<file path="src/rtl/config_text_tokenizer_top_defines.svh">
// Assertion macros shared by the tokenizer modules.
`ifndef CONFIG_TEXT_TOKENIZER_TOP_DEFINES_SVH
`define CONFIG_TEXT_TOKENIZER_TOP_DEFINES_SVH

// Same-cycle implication, disabled while reset is asserted.
`define CTT_ASSERT_IMPL(lbl, clk, rstn, ante, cons, msg) \
    lbl: assert property (@(posedge clk) disable iff (!(rstn)) (ante) |-> (cons)) \
        else $error(msg);

// Next-cycle implication, disabled while reset is asserted.
`define CTT_ASSERT_NEXT(lbl, clk, rstn, ante, cons, msg) \
    lbl: assert property (@(posedge clk) disable iff (!(rstn)) (ante) |=> (cons)) \
        else $error(msg);

`endif

</file>
<file path="src/rtl/ctt_pkg.sv">
// Types, constants and character helpers of the configuration text tokenizer.
package ctt_pkg;

    localparam int OFFSET_BITS = 24;
    localparam int OUT_OFF_W   = 24;
    localparam int QUEUE_DEPTH = 4;
    localparam int QPTR_W      = $clog2(QUEUE_DEPTH);
    localparam int QCNT_W      = $clog2(QUEUE_DEPTH + 1);
    localparam int TDATA_W     = 80;

    localparam logic [15:0] MAX16 = 16'hFFFF;
    localparam logic [OFFSET_BITS-1:0] OFF_MAX = {OFFSET_BITS{1'b1}};

    localparam logic [7:0] CH_CR     = 8'h0D;
    localparam logic [7:0] CH_LF     = 8'h0A;
    localparam logic [7:0] CH_QUOTE  = 8'h22;
    localparam logic [7:0] CH_HASH   = 8'h23;
    localparam logic [7:0] CH_UNDER  = 8'h5F;

    typedef enum logic [4:0] {
        KIND_IDENT     = 5'd0,
        KIND_NUMBER    = 5'd1,
        KIND_QUOTE     = 5'd2,
        KIND_LPAREN    = 5'd3,
        KIND_RPAREN    = 5'd4,
        KIND_LBRACE    = 5'd5,
        KIND_RBRACE    = 5'd6,
        KIND_COMMA     = 5'd7,
        KIND_DOT       = 5'd8,
        KIND_EQUAL     = 5'd9,
        KIND_SEMI      = 5'd10,
        KIND_PERCENT   = 5'd11,
        KIND_DOLLAR    = 5'd12,
        KIND_STAR      = 5'd13,
        KIND_BACKSLASH = 5'd14,
        KIND_NEWLINE   = 5'd15,
        KIND_REMARK    = 5'd16,
        KIND_END       = 5'd17,
        KIND_UNKNOWN   = 5'd18,
        KIND_UNTERM    = 5'd19
    } token_kind_t;

    typedef enum logic [2:0] {
        MODE_IDLE   = 3'd0,
        MODE_WORD   = 3'd1,
        MODE_QUOTE  = 3'd2,
        MODE_REMARK = 3'd3,
        MODE_ERROR  = 3'd4
    } lex_mode_t;

    typedef enum logic [1:0] {
        EOL_NONE = 2'd0,
        EOL_CR   = 2'd1,
        EOL_LF   = 2'd2
    } eol_t;

    typedef struct packed {
        token_kind_t          kind;
        logic [15:0]          line;
        logic [15:0]          column;
        logic [OUT_OFF_W-1:0] offset;
        logic [15:0]          length;
    } token_t;

    // Up to two tokens caused by one input item.
    typedef struct packed {
        token_t tok0;
        token_t tok1;
        logic   two;
    } step_result_t;

    function automatic logic [15:0] inc16(input logic [15:0] v);
        return (v == MAX16) ? v : v + 16'd1;
    endfunction

    function automatic logic [OFFSET_BITS-1:0] inc_off(input logic [OFFSET_BITS-1:0] v);
        return (v == OFF_MAX) ? v : v + 1'b1;
    endfunction

    function automatic logic is_blank(input logic [7:0] b);
        return (b == 8'h20) || (b == 8'h09) || (b == 8'h0B) || (b == 8'h0C);
    endfunction

    function automatic logic is_digit(input logic [7:0] b);
        return (b >= 8'h30) && (b <= 8'h39);
    endfunction

    function automatic logic is_alpha(input logic [7:0] b);
        return ((b >= 8'h61) && (b <= 8'h7A)) || ((b >= 8'h41) && (b <= 8'h5A));
    endfunction

    function automatic logic is_word(input logic [7:0] b);
        return is_digit(b) || is_alpha(b) || (b == CH_UNDER);
    endfunction

    function automatic logic is_eol(input logic [7:0] b);
        return (b == CH_CR) || (b == CH_LF);
    endfunction

    // Returns the punctuation kind, or KIND_UNKNOWN for any other byte.
    function automatic token_kind_t punct_kind(input logic [7:0] b);
        token_kind_t k;
        case (b)
            8'h28:   k = KIND_LPAREN;
            8'h29:   k = KIND_RPAREN;
            8'h7B:   k = KIND_LBRACE;
            8'h7D:   k = KIND_RBRACE;
            8'h2C:   k = KIND_COMMA;
            8'h2E:   k = KIND_DOT;
            8'h3D:   k = KIND_EQUAL;
            8'h3B:   k = KIND_SEMI;
            8'h25:   k = KIND_PERCENT;
            8'h24:   k = KIND_DOLLAR;
            8'h2A:   k = KIND_STAR;
            8'h5C:   k = KIND_BACKSLASH;
            default: k = KIND_UNKNOWN;
        endcase
        return k;
    endfunction

endpackage

</file>
<file path="src/rtl/ctt_front.sv">
// Front end: accepts text bytes, keeps the lexer state and forms the tokens of each byte.
`include "config_text_tokenizer_top_defines.svh"

module ctt_front (
    input  logic                  aclk,
    input  logic                  aresetn,
    input  logic                  s_tvalid,
    output logic                  s_tready,
    input  logic [7:0]            s_tdata,   // text_byte[7:0]
    input  logic                  s_tlast,   // end_of_text
    input  logic                  q_full,
    output logic                  push,
    output ctt_pkg::step_result_t push_data
);

    ctt_pkg::lex_mode_t mode_reg, mode_next;
    ctt_pkg::eol_t      peol_reg, peol_next;
    logic [15:0] line_reg, line_next, col_reg, col_next;
    logic [ctt_pkg::OFFSET_BITS-1:0] off_reg, off_next, poff_reg, poff_next;
    logic [15:0] pline_reg, pline_next, pcol_reg, pcol_next, plen_reg, plen_next;
    logic        pnum_reg, pnum_next;

    logic              accept;
    logic [1:0]        cnt;
    ctt_pkg::token_t   tok [2];
    ctt_pkg::token_t   pend_tok;
    ctt_pkg::token_t   new_tok;
    logic              do_idle;
    logic              absorb;
    logic [7:0]        b;

    assign b        = s_tdata;
    assign s_tready = !q_full;
    assign accept   = s_tvalid && s_tready;

    always_comb begin
        pend_tok.kind   = ctt_pkg::KIND_IDENT;
        pend_tok.line   = pline_reg;
        pend_tok.column = pcol_reg;
        pend_tok.offset = ctt_pkg::OUT_OFF_W'(poff_reg);
        pend_tok.length = plen_reg;
    end

    always_comb begin
        mode_next  = mode_reg;
        peol_next  = peol_reg;
        line_next  = line_reg;
        col_next   = col_reg;
        off_next   = off_reg;
        pline_next = pline_reg;
        pcol_next  = pcol_reg;
        poff_next  = poff_reg;
        plen_next  = plen_reg;
        pnum_next  = pnum_reg;
        cnt        = 2'd0;
        tok[0]     = '0;
        tok[1]     = '0;
        new_tok    = '0;
        do_idle    = 1'b0;
        absorb     = 1'b0;

        if (accept) begin
            if (s_tlast) begin
                case (mode_reg)
                    ctt_pkg::MODE_WORD: begin
                        tok[0]      = pend_tok;
                        tok[0].kind = pnum_reg ? ctt_pkg::KIND_NUMBER : ctt_pkg::KIND_IDENT;
                        cnt         = 2'd1;
                    end
                    ctt_pkg::MODE_QUOTE: begin
                        tok[0]      = pend_tok;
                        tok[0].kind = ctt_pkg::KIND_UNTERM;
                        cnt         = 2'd1;
                    end
                    ctt_pkg::MODE_REMARK: begin
                        tok[0]      = pend_tok;
                        tok[0].kind = ctt_pkg::KIND_REMARK;
                        cnt         = 2'd1;
                    end
                    default: begin
                    end
                endcase
                new_tok.kind    = ctt_pkg::KIND_END;
                new_tok.line    = line_reg;
                new_tok.column  = col_reg;
                new_tok.offset  = ctt_pkg::OUT_OFF_W'(off_reg);
                new_tok.length  = 16'd0;
                tok[cnt[0]]     = new_tok;
                cnt             = cnt + 2'd1;
                mode_next  = ctt_pkg::MODE_IDLE;
                peol_next  = ctt_pkg::EOL_NONE;
                line_next  = 16'd1;
                col_next   = 16'd1;
                off_next   = '0;
                pline_next = '0;
                pcol_next  = '0;
                poff_next  = '0;
                plen_next  = '0;
                pnum_next  = 1'b0;
            end else begin
                peol_next = ctt_pkg::EOL_NONE;
                absorb = ((b == ctt_pkg::CH_CR) && (peol_reg == ctt_pkg::EOL_LF)) ||
                         ((b == ctt_pkg::CH_LF) && (peol_reg == ctt_pkg::EOL_CR));
                if (!absorb) begin
                    case (mode_reg)
                        ctt_pkg::MODE_ERROR: begin
                        end
                        ctt_pkg::MODE_WORD: begin
                            if (ctt_pkg::is_word(b)) begin
                                if (!ctt_pkg::is_digit(b)) begin
                                    pnum_next = 1'b0;
                                end
                                plen_next = ctt_pkg::inc16(plen_reg);
                                col_next  = ctt_pkg::inc16(col_reg);
                            end else begin
                                tok[0]      = pend_tok;
                                tok[0].kind = pnum_reg ? ctt_pkg::KIND_NUMBER
                                                       : ctt_pkg::KIND_IDENT;
                                cnt         = 2'd1;
                                do_idle     = 1'b1;
                            end
                        end
                        ctt_pkg::MODE_QUOTE: begin
                            if (b == ctt_pkg::CH_QUOTE) begin
                                col_next    = ctt_pkg::inc16(col_reg);
                                tok[0]      = pend_tok;
                                tok[0].kind = ctt_pkg::KIND_QUOTE;
                                cnt         = 2'd1;
                                mode_next   = ctt_pkg::MODE_IDLE;
                            end else if (ctt_pkg::is_eol(b)) begin
                                tok[0]      = pend_tok;
                                tok[0].kind = ctt_pkg::KIND_UNTERM;
                                cnt         = 2'd1;
                                mode_next   = ctt_pkg::MODE_ERROR;
                            end else begin
                                plen_next = ctt_pkg::inc16(plen_reg);
                                col_next  = ctt_pkg::inc16(col_reg);
                            end
                        end
                        ctt_pkg::MODE_REMARK: begin
                            if (ctt_pkg::is_eol(b)) begin
                                tok[0]      = pend_tok;
                                tok[0].kind = ctt_pkg::KIND_REMARK;
                                cnt         = 2'd1;
                                do_idle     = 1'b1;
                            end else begin
                                plen_next = ctt_pkg::inc16(plen_reg);
                                col_next  = ctt_pkg::inc16(col_reg);
                            end
                        end
                        default: begin
                            do_idle = 1'b1;
                        end
                    endcase

                    if (do_idle) begin
                        mode_next      = ctt_pkg::MODE_IDLE;
                        new_tok.line   = line_reg;
                        new_tok.column = col_reg;
                        new_tok.offset = ctt_pkg::OUT_OFF_W'(off_reg);
                        if (ctt_pkg::is_blank(b)) begin
                            col_next = ctt_pkg::inc16(col_reg);
                        end else if (ctt_pkg::is_word(b)) begin
                            pline_next = line_reg;
                            pcol_next  = col_reg;
                            poff_next  = off_reg;
                            plen_next  = 16'd1;
                            pnum_next  = ctt_pkg::is_digit(b);
                            mode_next  = ctt_pkg::MODE_WORD;
                            col_next   = ctt_pkg::inc16(col_reg);
                        end else if (ctt_pkg::is_eol(b)) begin
                            new_tok.kind   = ctt_pkg::KIND_NEWLINE;
                            new_tok.length = 16'd1;
                            tok[cnt[0]]    = new_tok;
                            cnt            = cnt + 2'd1;
                            col_next       = 16'd1;
                            line_next      = ctt_pkg::inc16(line_reg);
                            peol_next      = (b == ctt_pkg::CH_CR) ? ctt_pkg::EOL_CR
                                                                   : ctt_pkg::EOL_LF;
                        end else if ((b == ctt_pkg::CH_QUOTE) || (b == ctt_pkg::CH_HASH)) begin
                            pline_next = line_reg;
                            pcol_next  = col_reg;
                            poff_next  = ctt_pkg::inc_off(off_reg);
                            plen_next  = 16'd0;
                            mode_next  = (b == ctt_pkg::CH_QUOTE) ? ctt_pkg::MODE_QUOTE
                                                                  : ctt_pkg::MODE_REMARK;
                            col_next   = ctt_pkg::inc16(col_reg);
                        end else if (ctt_pkg::punct_kind(b) != ctt_pkg::KIND_UNKNOWN) begin
                            new_tok.kind   = ctt_pkg::punct_kind(b);
                            new_tok.length = 16'd1;
                            tok[cnt[0]]    = new_tok;
                            cnt            = cnt + 2'd1;
                            col_next       = ctt_pkg::inc16(col_reg);
                        end else begin
                            new_tok.kind   = ctt_pkg::KIND_UNKNOWN;
                            new_tok.length = 16'd0;
                            tok[cnt[0]]    = new_tok;
                            cnt            = cnt + 2'd1;
                            mode_next      = ctt_pkg::MODE_ERROR;
                        end
                    end
                end
                off_next = ctt_pkg::inc_off(off_reg);
            end
        end
    end

    assign push           = accept && (cnt != 2'd0);
    assign push_data.tok0 = tok[0];
    assign push_data.tok1 = tok[1];
    assign push_data.two  = cnt[1];

    always_ff @(posedge aclk) begin
        if (!aresetn) begin
            mode_reg <= ctt_pkg::MODE_IDLE;
            peol_reg <= ctt_pkg::EOL_NONE;
            line_reg <= 16'd1;
            col_reg  <= 16'd1;
            off_reg  <= '0;
            pline_reg <= '0;
            pcol_reg  <= '0;
            poff_reg  <= '0;
            plen_reg  <= '0;
            pnum_reg  <= 1'b0;
        end else begin
            mode_reg  <= mode_next;
            peol_reg  <= peol_next;
            line_reg  <= line_next;
            col_reg   <= col_next;
            off_reg   <= off_next;
            pline_reg <= pline_next;
            pcol_reg  <= pcol_next;
            poff_reg  <= poff_next;
            plen_reg  <= plen_next;
            pnum_reg  <= pnum_next;
        end
    end

    `CTT_ASSERT_IMPL(a_error_quiet, aclk, aresetn, accept && !s_tlast && (mode_reg == ctt_pkg::MODE_ERROR), !push, "byte in error mode produced a token")
    `CTT_ASSERT_NEXT(a_end_rearms, aclk, aresetn, accept && s_tlast, (mode_reg == ctt_pkg::MODE_IDLE) && (line_reg == 16'd1) && (off_reg == '0), "end marker did not re-arm the lexer")

endmodule

</file>
<file path="src/rtl/ctt_queue.sv">
// Short queue of per-byte token groups between the front end and the output stage.
`include "config_text_tokenizer_top_defines.svh"

module ctt_queue (
    input  logic                  aclk,
    input  logic                  aresetn,
    input  logic                  push,
    input  ctt_pkg::step_result_t push_data,
    output logic                  full,
    input  logic                  pop,
    output ctt_pkg::step_result_t pop_data,
    output logic                  empty
);

    ctt_pkg::step_result_t mem [ctt_pkg::QUEUE_DEPTH];
    logic [ctt_pkg::QPTR_W-1:0] wr_ptr_reg, rd_ptr_reg;
    logic [ctt_pkg::QCNT_W-1:0] count_reg;

    assign full     = (count_reg == ctt_pkg::QCNT_W'(ctt_pkg::QUEUE_DEPTH));
    assign empty    = (count_reg == '0);
    assign pop_data = mem[rd_ptr_reg];

    always_ff @(posedge aclk) begin
        if (push) begin
            mem[wr_ptr_reg] <= push_data;
        end
    end

    always_ff @(posedge aclk) begin
        if (!aresetn) begin
            wr_ptr_reg <= '0;
            rd_ptr_reg <= '0;
            count_reg  <= '0;
        end else begin
            if (push) begin
                wr_ptr_reg <= wr_ptr_reg + 1'b1;
            end
            if (pop) begin
                rd_ptr_reg <= rd_ptr_reg + 1'b1;
            end
            if (push && !pop) begin
                count_reg <= count_reg + 1'b1;
            end else if (pop && !push) begin
                count_reg <= count_reg - 1'b1;
            end
        end
    end

    `CTT_ASSERT_IMPL(a_no_overflow, aclk, aresetn, push, !full || pop, "push into a full queue")
    `CTT_ASSERT_NEXT(a_count_up, aclk, aresetn, push && !pop, count_reg == $past(count_reg) + 1'b1, "queue count did not follow a push")

endmodule

</file>
<file path="src/rtl/ctt_back.sv">
// Output stage: holds one token group and hands its tokens to the result channel.
`include "config_text_tokenizer_top_defines.svh"

module ctt_back (
    input  logic                              aclk,
    input  logic                              aresetn,
    input  logic                              q_empty,
    input  ctt_pkg::step_result_t             q_data,
    output logic                              q_pop,
    output logic                              m_tvalid,
    input  logic                              m_tready,
    output logic [ctt_pkg::TDATA_W-1:0]       m_tdata,
    output logic                              m_tlast
);

    ctt_pkg::step_result_t cur_reg;
    logic                  valid_reg;
    logic                  idx_reg;
    logic                  last_now;
    ctt_pkg::token_t       tok;

    assign last_now = idx_reg || !cur_reg.two;
    assign tok      = idx_reg ? cur_reg.tok1 : cur_reg.tok0;
    assign m_tvalid = valid_reg;
    assign m_tlast  = last_now;
    assign m_tdata  = {3'd0, tok.length, tok.offset, tok.column, tok.line, tok.kind};
    assign q_pop    = !q_empty && (!valid_reg || (m_tready && last_now));

    always_ff @(posedge aclk) begin
        if (q_pop) begin
            cur_reg <= q_data;
        end
    end

    always_ff @(posedge aclk) begin
        if (!aresetn) begin
            valid_reg <= 1'b0;
            idx_reg   <= 1'b0;
        end else if (q_pop) begin
            valid_reg <= 1'b1;
            idx_reg   <= 1'b0;
        end else if (valid_reg && m_tready) begin
            if (last_now) begin
                valid_reg <= 1'b0;
            end else begin
                idx_reg <= 1'b1;
            end
        end
    end

    `CTT_ASSERT_IMPL(a_second_only_in_pair, aclk, aresetn, valid_reg && idx_reg, cur_reg.two, "second token shown for a single-token group")

endmodule

</file>
<file path="src/rtl/config_text_tokenizer_top.sv">
// Top level of the configuration text tokenizer.
//
//  Channel | Direction | Carries
//  s_      | in        | tdata[7:0] text_byte, tlast end_of_text
//  m_      | out       | tdata token fields, tlast last_of_step
//
// One byte is accepted per cycle while the queue is not full; each accepted byte updates the registered lexer state.
// A byte that causes two tokens hands them to the result channel one after the other.
// Results pass through the queue and then the output stage register before they appear.
// The four-entry queue lets bytes keep coming while the result side stalls.
// Reset is synchronous, active low, and leaves the lexer at line 1, column 1.
module config_text_tokenizer_top (
    input  logic                        aclk,
    input  logic                        aresetn,
    input  logic                        s_tvalid,
    output logic                        s_tready,
    input  logic [7:0]                  s_tdata,   // text_byte[7:0]
    input  logic                        s_tlast,   // end_of_text
    output logic                        m_tvalid,
    input  logic                        m_tready,
    // token_kind[4:0], start_line[20:5], start_column[36:21],
    // content_offset[60:37], content_length[76:61], zero fill[79:77]
    output logic [ctt_pkg::TDATA_W-1:0] m_tdata,
    output logic                        m_tlast    // last_of_step
);

    logic                  push, q_full, q_pop, q_empty;
    ctt_pkg::step_result_t push_data, q_data;

    ctt_front u_front (
        .aclk      (aclk),
        .aresetn   (aresetn),
        .s_tvalid  (s_tvalid),
        .s_tready  (s_tready),
        .s_tdata   (s_tdata),
        .s_tlast   (s_tlast),
        .q_full    (q_full),
        .push      (push),
        .push_data (push_data)
    );

    ctt_queue u_queue (
        .aclk      (aclk),
        .aresetn   (aresetn),
        .push      (push),
        .push_data (push_data),
        .full      (q_full),
        .pop       (q_pop),
        .pop_data  (q_data),
        .empty     (q_empty)
    );

    ctt_back u_back (
        .aclk     (aclk),
        .aresetn  (aresetn),
        .q_empty  (q_empty),
        .q_data   (q_data),
        .q_pop    (q_pop),
        .m_tvalid (m_tvalid),
        .m_tready (m_tready),
        .m_tdata  (m_tdata),
        .m_tlast  (m_tlast)
    );

endmodule
</file>
<file path="config.mk">
export PLATFORM = sky130hd
export DESIGN_NAME = config_text_tokenizer_top
export DESIGN_NICKNAME = d
export VERILOG_FILES = /design/src/rtl/ctt_pkg.sv /design/src/rtl/ctt_front.sv /design/src/rtl/ctt_queue.sv /design/src/rtl/ctt_back.sv /design/src/rtl/config_text_tokenizer_top.sv
export VERILOG_INCLUDE_DIRS = /design/src /design/src/rtl
export SDC_FILE = /design/constraint.sdc
export NUM_CORES = 1
export LEC_CHECK = 0
export BUFFER_PORTS_ARGS = -buffer_cell sky130_fd_sc_hd__buf_2
export CELL_PAD_IN_SITES_DETAIL_PLACEMENT = 1
export CELL_PAD_IN_SITES_GLOBAL_PLACEMENT = 1
export CORE_MARGIN = 2
export CORE_UTILIZATION = 40
export DETAILED_ROUTE_END_ITERATION = 8
export MAX_ROUTING_LAYER = met4
export PLACE_DENSITY_LB_ADDON = 0.1
export SETUP_SLACK_MARGIN = 0.1
export SLEW_MARGIN = 10
export SYNTH_ARGS = -nofsm -noshare
export SYNTH_HDL_FRONTEND = slang
export SYNTH_HIERARCHICAL = 1
export SYNTH_SLANG_ARGS = --single-unit
</file>
<file path="constraint.sdc">
create_clock -name aclk -period 24.3 [get_ports aclk]
set_input_delay 0 -clock aclk [delete_from_list [all_inputs] [get_ports aclk]]
set_output_delay 0 -clock aclk [all_outputs]
set_load 0.01 [all_outputs]
</file>
After elaboration in Yosys (flattened, before gate mapping)
Memory sizes are Yosys's and may differ from the RTL's. A register that Yosys moved wholly into a read port is not among the register bits.
Cells that the tools add are included.
{"block": "word_totals", "word_cells": 289, "input_bits": 13, "ram_bits": 620, "output_inout_bits": 83, "regBits": 143, "mem_count": 1}
{"block": "op_classes", "n_reduce_logical": 50, "n_bitwise": 4, "eq_ne": 38, "n_addsub": 10, "mux": 161, "order_cmp": 10}
{"name": "u_queue.mem", "depth": 4, "word_bits": 155, "read_ports": 1, "rd_clocked_by_memory_dff": 1, "write_ports": 1, "line_no": "ctt_queue.sv:15", "source": "ctt_pkg::step_result_t mem [ctt_pkg::QUEUE_DEPTH];"}
{"cell": "two-way mux 154 bit", "count": 9}
{"cell": "two-way mux 77 bit", "count": 12}
{"cell": "two-way mux 16 bit", "count": 44}
{"cell": "bitwise mux 154 bit", "count": 4}
{"cell": "one-hot mux 77 bit (3 select lines)", "count": 2}
{"cell": "two-way mux 24 bit", "count": 9}
{"cell": "demux 77 bit (select 1 bit)", "count": 2}
{"cell": "== test 8 x 6 -> 1 bit (second input constant)", "count": 12}
{"cell": "one-hot mux 16 bit (3 select lines)", "count": 2}
{"cell": "two-way mux 5 bit", "count": 17}
{"cell": "one-hot mux 5 bit (12 select lines)", "count": 1}
{"cell": "adder 16 x 1 -> 16 bit (second input constant)", "count": 3}
{"cell": "== test 16 bit (second input constant)", "count": 3}
{"cell": "two-way mux 2 bit", "count": 21}
{"cell": "== test 8 x 4 -> 1 bit (second input constant)", "count": 5}
{"cell": "two-way mux 3 bit", "count": 13}
{"cell": "== test 8 x 7 -> 1 bit (second input constant)", "count": 4}
{"cell": "adder 24 x 1 -> 24 bit (second input constant)", "count": 1}
{"cell": "== test 24 bit (second input constant)", "count": 1}
{"cell": "two-way mux 1 bit", "count": 23}
{"cell": "greater-or-equal comparator 8 x 7 -> 1 bit (second input constant)", "count": 2}
{"cell": "<= comparator 8 x 7 -> 1 bit (second input constant)", "count": 2}
{"cell": "logical AND 1 bit", "count": 14}
{"cell": "nonzero test 2 bit", "count": 6}
{"cell": "other kinds (30)", "count": 61}

Longest topological paths before layout
{"block": "depth", "depth_word": 34, "depth_mapped": 18, "depth_no_buf": 15}

By module
The synthesis kept the hierarchy.
{"module": "ctt_queue", "n_inst": 1, "area_each_um2": 22794.4, "cells_each": 852, "seq_area_each_um2": 18798.0}
{"module": "ctt_front", "n_inst": 1, "area_each_um2": 9773.1, "cells_each": 1358, "seq_area_each_um2": 2682.6}
{"module": "ctt_back", "n_inst": 1, "area_each_um2": 5763.0, "cells_each": 257, "seq_area_each_um2": 4694.5}

Worst setup path before layout
Ideal clock, no wire load.
{"block": "synth_path", "path_type": "reg-to-reg", "startpoint": "register u_back.idx_reg", "endpoint": "register u_queue/count_reg[2] (netlist bit)", "synth_period_minus_slack_ns": 9.936, "setup_ns": 0.076, "slack_ns": 14.364, "n_path_buf": 2, "t_required_ns": 24.224, "arrival_ns": 9.860, "path_stages_with_launch": 13, "cell_sequence": "dfxtp_1 -> buf_6 -> buf_12 -> nand2b_4 -> nand2_1 -> a21oi_1 -> inv_1 -> ha_1 -> inv_1 -> fa_1 -> xor2_1 -> or3_1 -> a21boi_0"}
{"block": "synth_between", "elab_chain_cells": 7, "word_cells_on_any_way": 9, "classes_between": "mux: 1; reduce/logical: 8"}
{"element": "start: declaration", "line_no": "ctt_back.sv:18", "source": "logic idx_reg;"}
{"element": "start signal: assignment", "line_no": "ctt_back.sv:38", "source": "idx_reg <= 1'b0;"}
{"element": "start signal: assignment", "line_no": "ctt_back.sv:41", "source": "idx_reg <= 1'b0;"}
{"element": "start signal: assignment", "line_no": "ctt_back.sv:46", "source": "idx_reg <= 1'b1;"}
{"element": "logical OR 1 bit (*)", "line_no": "ctt_back.sv:22", "source": "assign last_now = idx_reg || !cur_reg.two;"}
{"element": "named net m_tlast", "line_no": "config_text_tokenizer_top.sv:24", "source": "output logic m_tlast"}
{"element": "logical AND 1 bit (*)", "line_no": "ctt_back.sv:27", "source": "assign q_pop = !q_empty && (!valid_reg || (m_tready && last_now));"}
{"element": "logical OR 1 bit (*)", "line_no": "ctt_back.sv:27"}
{"element": "logical AND 1 bit (*)", "line_no": "ctt_back.sv:27"}
{"element": "named net q_pop", "line_no": "config_text_tokenizer_top.sv:27", "source": "logic push, q_full, q_pop, q_empty;"}
{"element": "zero test 1 bit", "line_no": "ctt_queue.sv:41", "source": "if (push && !pop) begin"}
{"element": "logical AND 1 bit", "line_no": "ctt_queue.sv:41"}
{"element": "two-way mux 3 bit or nonzero test 2 bit (tied branches)"}
{"element": "end signal: assignment", "line_no": "ctt_queue.sv:42", "source": "count_reg <= count_reg + 1'b1;"}
{"element": "end signal: assignment", "line_no": "ctt_queue.sv:44", "source": "count_reg <= count_reg - 1'b1;"}
{"element": "end: declaration", "line_no": "ctt_queue.sv:17", "source": "logic [ctt_pkg::QCNT_W-1:0] count_reg;"}
The timed path passes the listed nets; every way through them passes the cells marked *.
A chain may end at the register's enable or synchronous reset.

Worst setup path after layout
{"block": "layout_path", "startpoint": "register u_front.mode_reg[0]", "endpoint": "memory u_queue/mem[2][54] (netlist bit), enable pin"}
{"block": "layout_between", "elab_chain_cells": 18, "word_cells_on_any_way": 31, "classes_between": "add/sub: 2; eq/ne: 4; mux: 21; reduce/logical: 4"}
{"element": "start: declaration", "line_no": "ctt_front.sv:16", "source": "ctt_pkg::lex_mode_t mode_reg, mode_next;"}
{"element": "start signal: assignment", "line_no": "ctt_front.sv:215", "source": "mode_reg <= ctt_pkg::MODE_IDLE;"}
{"element": "start signal: assignment", "line_no": "ctt_front.sv:226", "source": "mode_reg <= mode_next;"}
{"element": "== test 3 x 2 -> 1 bit or == test 3 x 1 -> 1 bit (tied branches)", "line_no": "ctt_front.sv:64, ctt_front.sv:105"}
{"element": "one-hot mux 2 bit (3 select lines)", "line_no": "ctt_front.sv:105", "source": "case (mode_reg)"}
{"element": "two-way mux 2 bit", "line_no": "ctt_front.sv:104", "source": "if (!absorb) begin"}
{"element": "two-way mux 2 bit", "line_no": "ctt_front.sv:63", "source": "if (s_tlast) begin"}
{"element": "two-way mux 2 bit", "line_no": "ctt_front.sv:62", "source": "if (accept) begin"}
{"element": "adder 2 x 1 -> 2 bit", "line_no": "ctt_front.sv:175, ctt_front.sv:192, ctt_front.sv:198"}
{"element": "two-way mux 2 bit", "line_no": "ctt_front.sv:180", "source": "end else if ((b == ctt_pkg::CH_QUOTE) || (b == ctt_pkg::CH_HASH)) begin"}
{"element": "two-way mux 2 bit", "line_no": "ctt_front.sv:171", "source": "end else if (ctt_pkg::is_eol(b)) begin"}
{"element": "[... 3 more ...]"}
{"element": "two-way mux 2 bit", "line_no": "ctt_front.sv:104"}
{"element": "two-way mux 2 bit (*)", "line_no": "ctt_front.sv:63"}
{"element": "two-way mux 2 bit (*)", "line_no": "ctt_front.sv:62"}
{"element": "nonzero test 2 bit (*)", "line_no": "ctt_front.sv:208", "source": "assign push = accept && (cnt != 2'd0);"}
{"element": "logical AND 1 bit (*)", "line_no": "ctt_front.sv:208"}
{"element": "named net push", "line_no": "config_text_tokenizer_top.sv:27"}
{"element": "two-way mux 1 bit (*)", "line_no": "ctt_queue.sv:24", "source": "if (push) begin"}
{"element": "two-way mux 1 bit (implied by the code) (*)", "line_no": "ctt_queue.sv:25", "source": "mem[wr_ptr_reg] <= push_data;"}
{"element": "end: declaration", "line_no": "ctt_queue.sv:15"}
The timed path passes the listed nets; every way through them passes the cells marked *. The select of a mux whose other input is x is not followed.

==> results.md <==
* Status: finished clean
* # clock sinks at ~900
* Clock root buffer: clkbuf_16
* Number of flip-flops in the largest register at 620
* DR iter-0 viols at 1532
* Fmax at 0.163 GHz
* Core area at 0.0950 sq mm
* Max_slew headroom at 0.191
* NumNets Final at 2556
* Unrepaired setup endpoints after global routing: false
* Htree depth at 3
* Die footprint at 0.0983 sq mm
* Initial antenna violation count at 3
* Crit path max fanout at 43
* Max-Cap Viols at 0
* Syn. warnings at 6
* Worst-path clk slew at 0.06 ns
* Worst setup path class: reg2reg
* Mean post-synth cell area at approximately 16 sq um
* Worst VDD drop at ~0.11 mV
* Crit-path cells: nor3b_1 > o211ai_1 > o211ai_4 > buf_4 > ha_1 > o21ai_0 > nor2_1 > a31oi_1 > o21ai_0 > and2_4 > buf_4 > buf_4
* Max clock buf depth at 3
* Fin. Hold Viols at 0
* Share of cells above drive strength 1 at 0.210
* First-pass GRT wire length at roughly 150 mm
* Synth Register Bits at 920
* GRT Resource Usage Total at 0.210
* Number of enable flip-flop cells after synthesis at 775
* Synth area leader: edfxtp_1
* Die width at 314 microns
* RePlAce Congestion at 0.834
* Total power at between 0.004 and 0.005 W
* Ys flop type: edfxtp_1
* Crit-path max cell delay at roughly 0.76 ns
* Largest net degree at the start of global routing at 96
* DRC Markers at 0
* PwrDens at 103 mW/mm^2
* CP top delay family: buffers and inverters
* CTS tree: done
* GR Util met1 at 0.279
* Post-Synthesis Cells at 2467
* Post-CTS setup buffer count at 0
* Via count at 22000
* DR vias/cell at 5.68
* Layout area overhead at 12.3%
* Starting density of the core at 0.403
* Tcrit/Tclk final at 0.252
* Busiest grt layer: met2
* # IOs at 96
* Synth cell types at 89
* Final WL at 99.4 mm
* Crit path time final at 6.12 ns
* Critical Path RT at 24.60 ns
* Share of the synthesized area in the top cell type at 0.607
* Most frequent cells in the layout: edfxtp_1 (775), nand2_1 (227), mux4_2 (155), dfxtp_1 (142), nor2_1 (116)
* WP buf/inv at 3
* Global route total overflow at 0
* RR Startpoint: u_front/mode_reg[0]
* Wire per inst at 25.6 microns
* Mapped Area at roughly 0.038 sq mm
* Arr. time, crit path at 6.42 ns
* Register area share after synthesis at 0.683
* FFs w/ async S/R, synth at 0
* Hold Path Class: in2reg
* Finish-stage setup viols at 0
* Slew @ Worst Pin at 1.21 ns
* Final ANT Viol Nets at 0
* Max-slew violations at 0
* TritonCTS Buffers at 100
* Hold_sp: s_tlast
* Slowest cell on crit path: o21ai_0
* Vias in the first global route at between 20000 and 25000
* Dpl hpwl at 57.7 mm
* GR Util met3 at 0.0292
* Die span in y at 314 microns
* Met2 Use GR at 0.336
* Crit. End Element: flip-flop
* TNS Setup at 0 ns
* Worst path most repeated cell: buf_4
* Max Clock Skew at approximately 0.024 ns
* CP startpoint kind: flip-flop
* Port Buffers at 92
* TritonRoute pass-1 iters at 5
* Leakage at approximately 14 nW
* Later-pin clock latency in the skew report at 0.68 ns
* Most common cell after layout, fill and taps aside: edfxtp_1
* Most area-consuming cells after synthesis: edfxtp_1 (61%), mux4_2 (9.1%), dfxtp_1 (7.6%)
* Num rows at 113
* CP startpoint: u_front/mode_reg[0]
through the flow:
stage                      util  std cells  instance area (sq um)  hold slack (ns)  setup WS (ns)
after detailed placement  0.419       3686                  39800            0.259          18.09
after CTS                 0.453       3882                  43100          0.00378          18.07
final                     0.453       3883                  43100           0.0672          18.18
after global placement    0.419       3686                  39800            0.241          18.28
after floorplan               -       2483                  38400            0.107          14.36
after global routing      0.453       3882                  43100           0.0847          17.80
Yosys cell counts (11+ instances only):
cell / n
edfxtp_1: 775
nand2_1: 227
mux4_2: 155
dfxtp_1: 145
nor2_1: 118
clkbuf_1: 114
and2_1: 92
o21ai_0: 83
a21oi_1: 77
mux2_2: 77
a311oi_1: 57
a221oi_1: 46
nand3_1: 41
xnor2_1: 31
a22o_1: 28
buf_2: 27
buf_4: 27
nand4_1: 20
buf_6: 19
nor3_1: 17
inv_1: 16
nand4b_1: 16
a31oi_1: 15
and3_1: 14
nand2b_1: 13
xor2_1: 13
nor4_1: 12
and4_1: 11
kinds of logic (layout without fill, tap and decap cells):
logic type | Yosys count | in the layout | synth area share
adders and majority gates | 11 | 11 | 0.00379
xor gates and xnor gates | 44 | 44 | 0.0101
and+or+nand+nor | 642 | 642 | 0.0846
DFF | 920 | 920 | 0.683
muxes | 238 | 238 | 0.115
other | 2 | 19 | 0.000196
AOI/OAI and AO/OA | 398 | 398 | 0.0748
buffers and inverters | 212 | 346 | 0.0284
layout make-up:
class	count	area, sq um
Inverter	17	63.8
Timing Repair Buffer	142	873
Fill cell	9269	52000
Clock inverter	57	480
Multi-Input combinational cell	1351	11200
Clock buffer	130	2660
Antenna cell	1	2.50
Sequential cell	920	26200
Tap cell	1265	1580
power by group:
part,internal [W],switching [W],total [W]
Clock,0.000828,0.000627,0.00145
Combinational,0.000344,0.000493,0.000836
Sequential,0.00203,0.0000964,0.00213
Total,0.00320,0.00122,0.00442
routing by layer:
layer  wire length, microns  part of all wire  vias to the layer above
met5                      0                 0                        -
met4                   2520             0.025                        0
met3                   4020             0.040                      144
met2                  48500              0.49                      458
met1                  44400              0.45                    11600
li1                       -                 -                     9805
path summary, 6_finish.rpt:
| kind | endpoint | slack, ns | cells past startpoint |
|---|---|---|---|
| worst max-delay path | u_queue/mem[2][54] | 18.18 | 12 |
| worst min-delay path | u_front/line_reg[1] | 0.07 | 4 |
| worst max register to register | u_queue/mem[2][54] | 18.18 | 12 |
| worst min register to register | u_front/peol_reg[1] | 0.48 | 2 |
tightest hold or removal path, cell delays in order:
cell	delay [ns]
buf_4	0.27
nor3b_1	0.25
a21oi_1	0.06
nor2_1	0.08
what timing repair did:
action                    4_1_cts  5_1_grt
gates resized for setup         0        0
hold buffers                    9        0
hold endpoints to repair       21        0
Note: power is estimated with default switching activity, not from simulation.
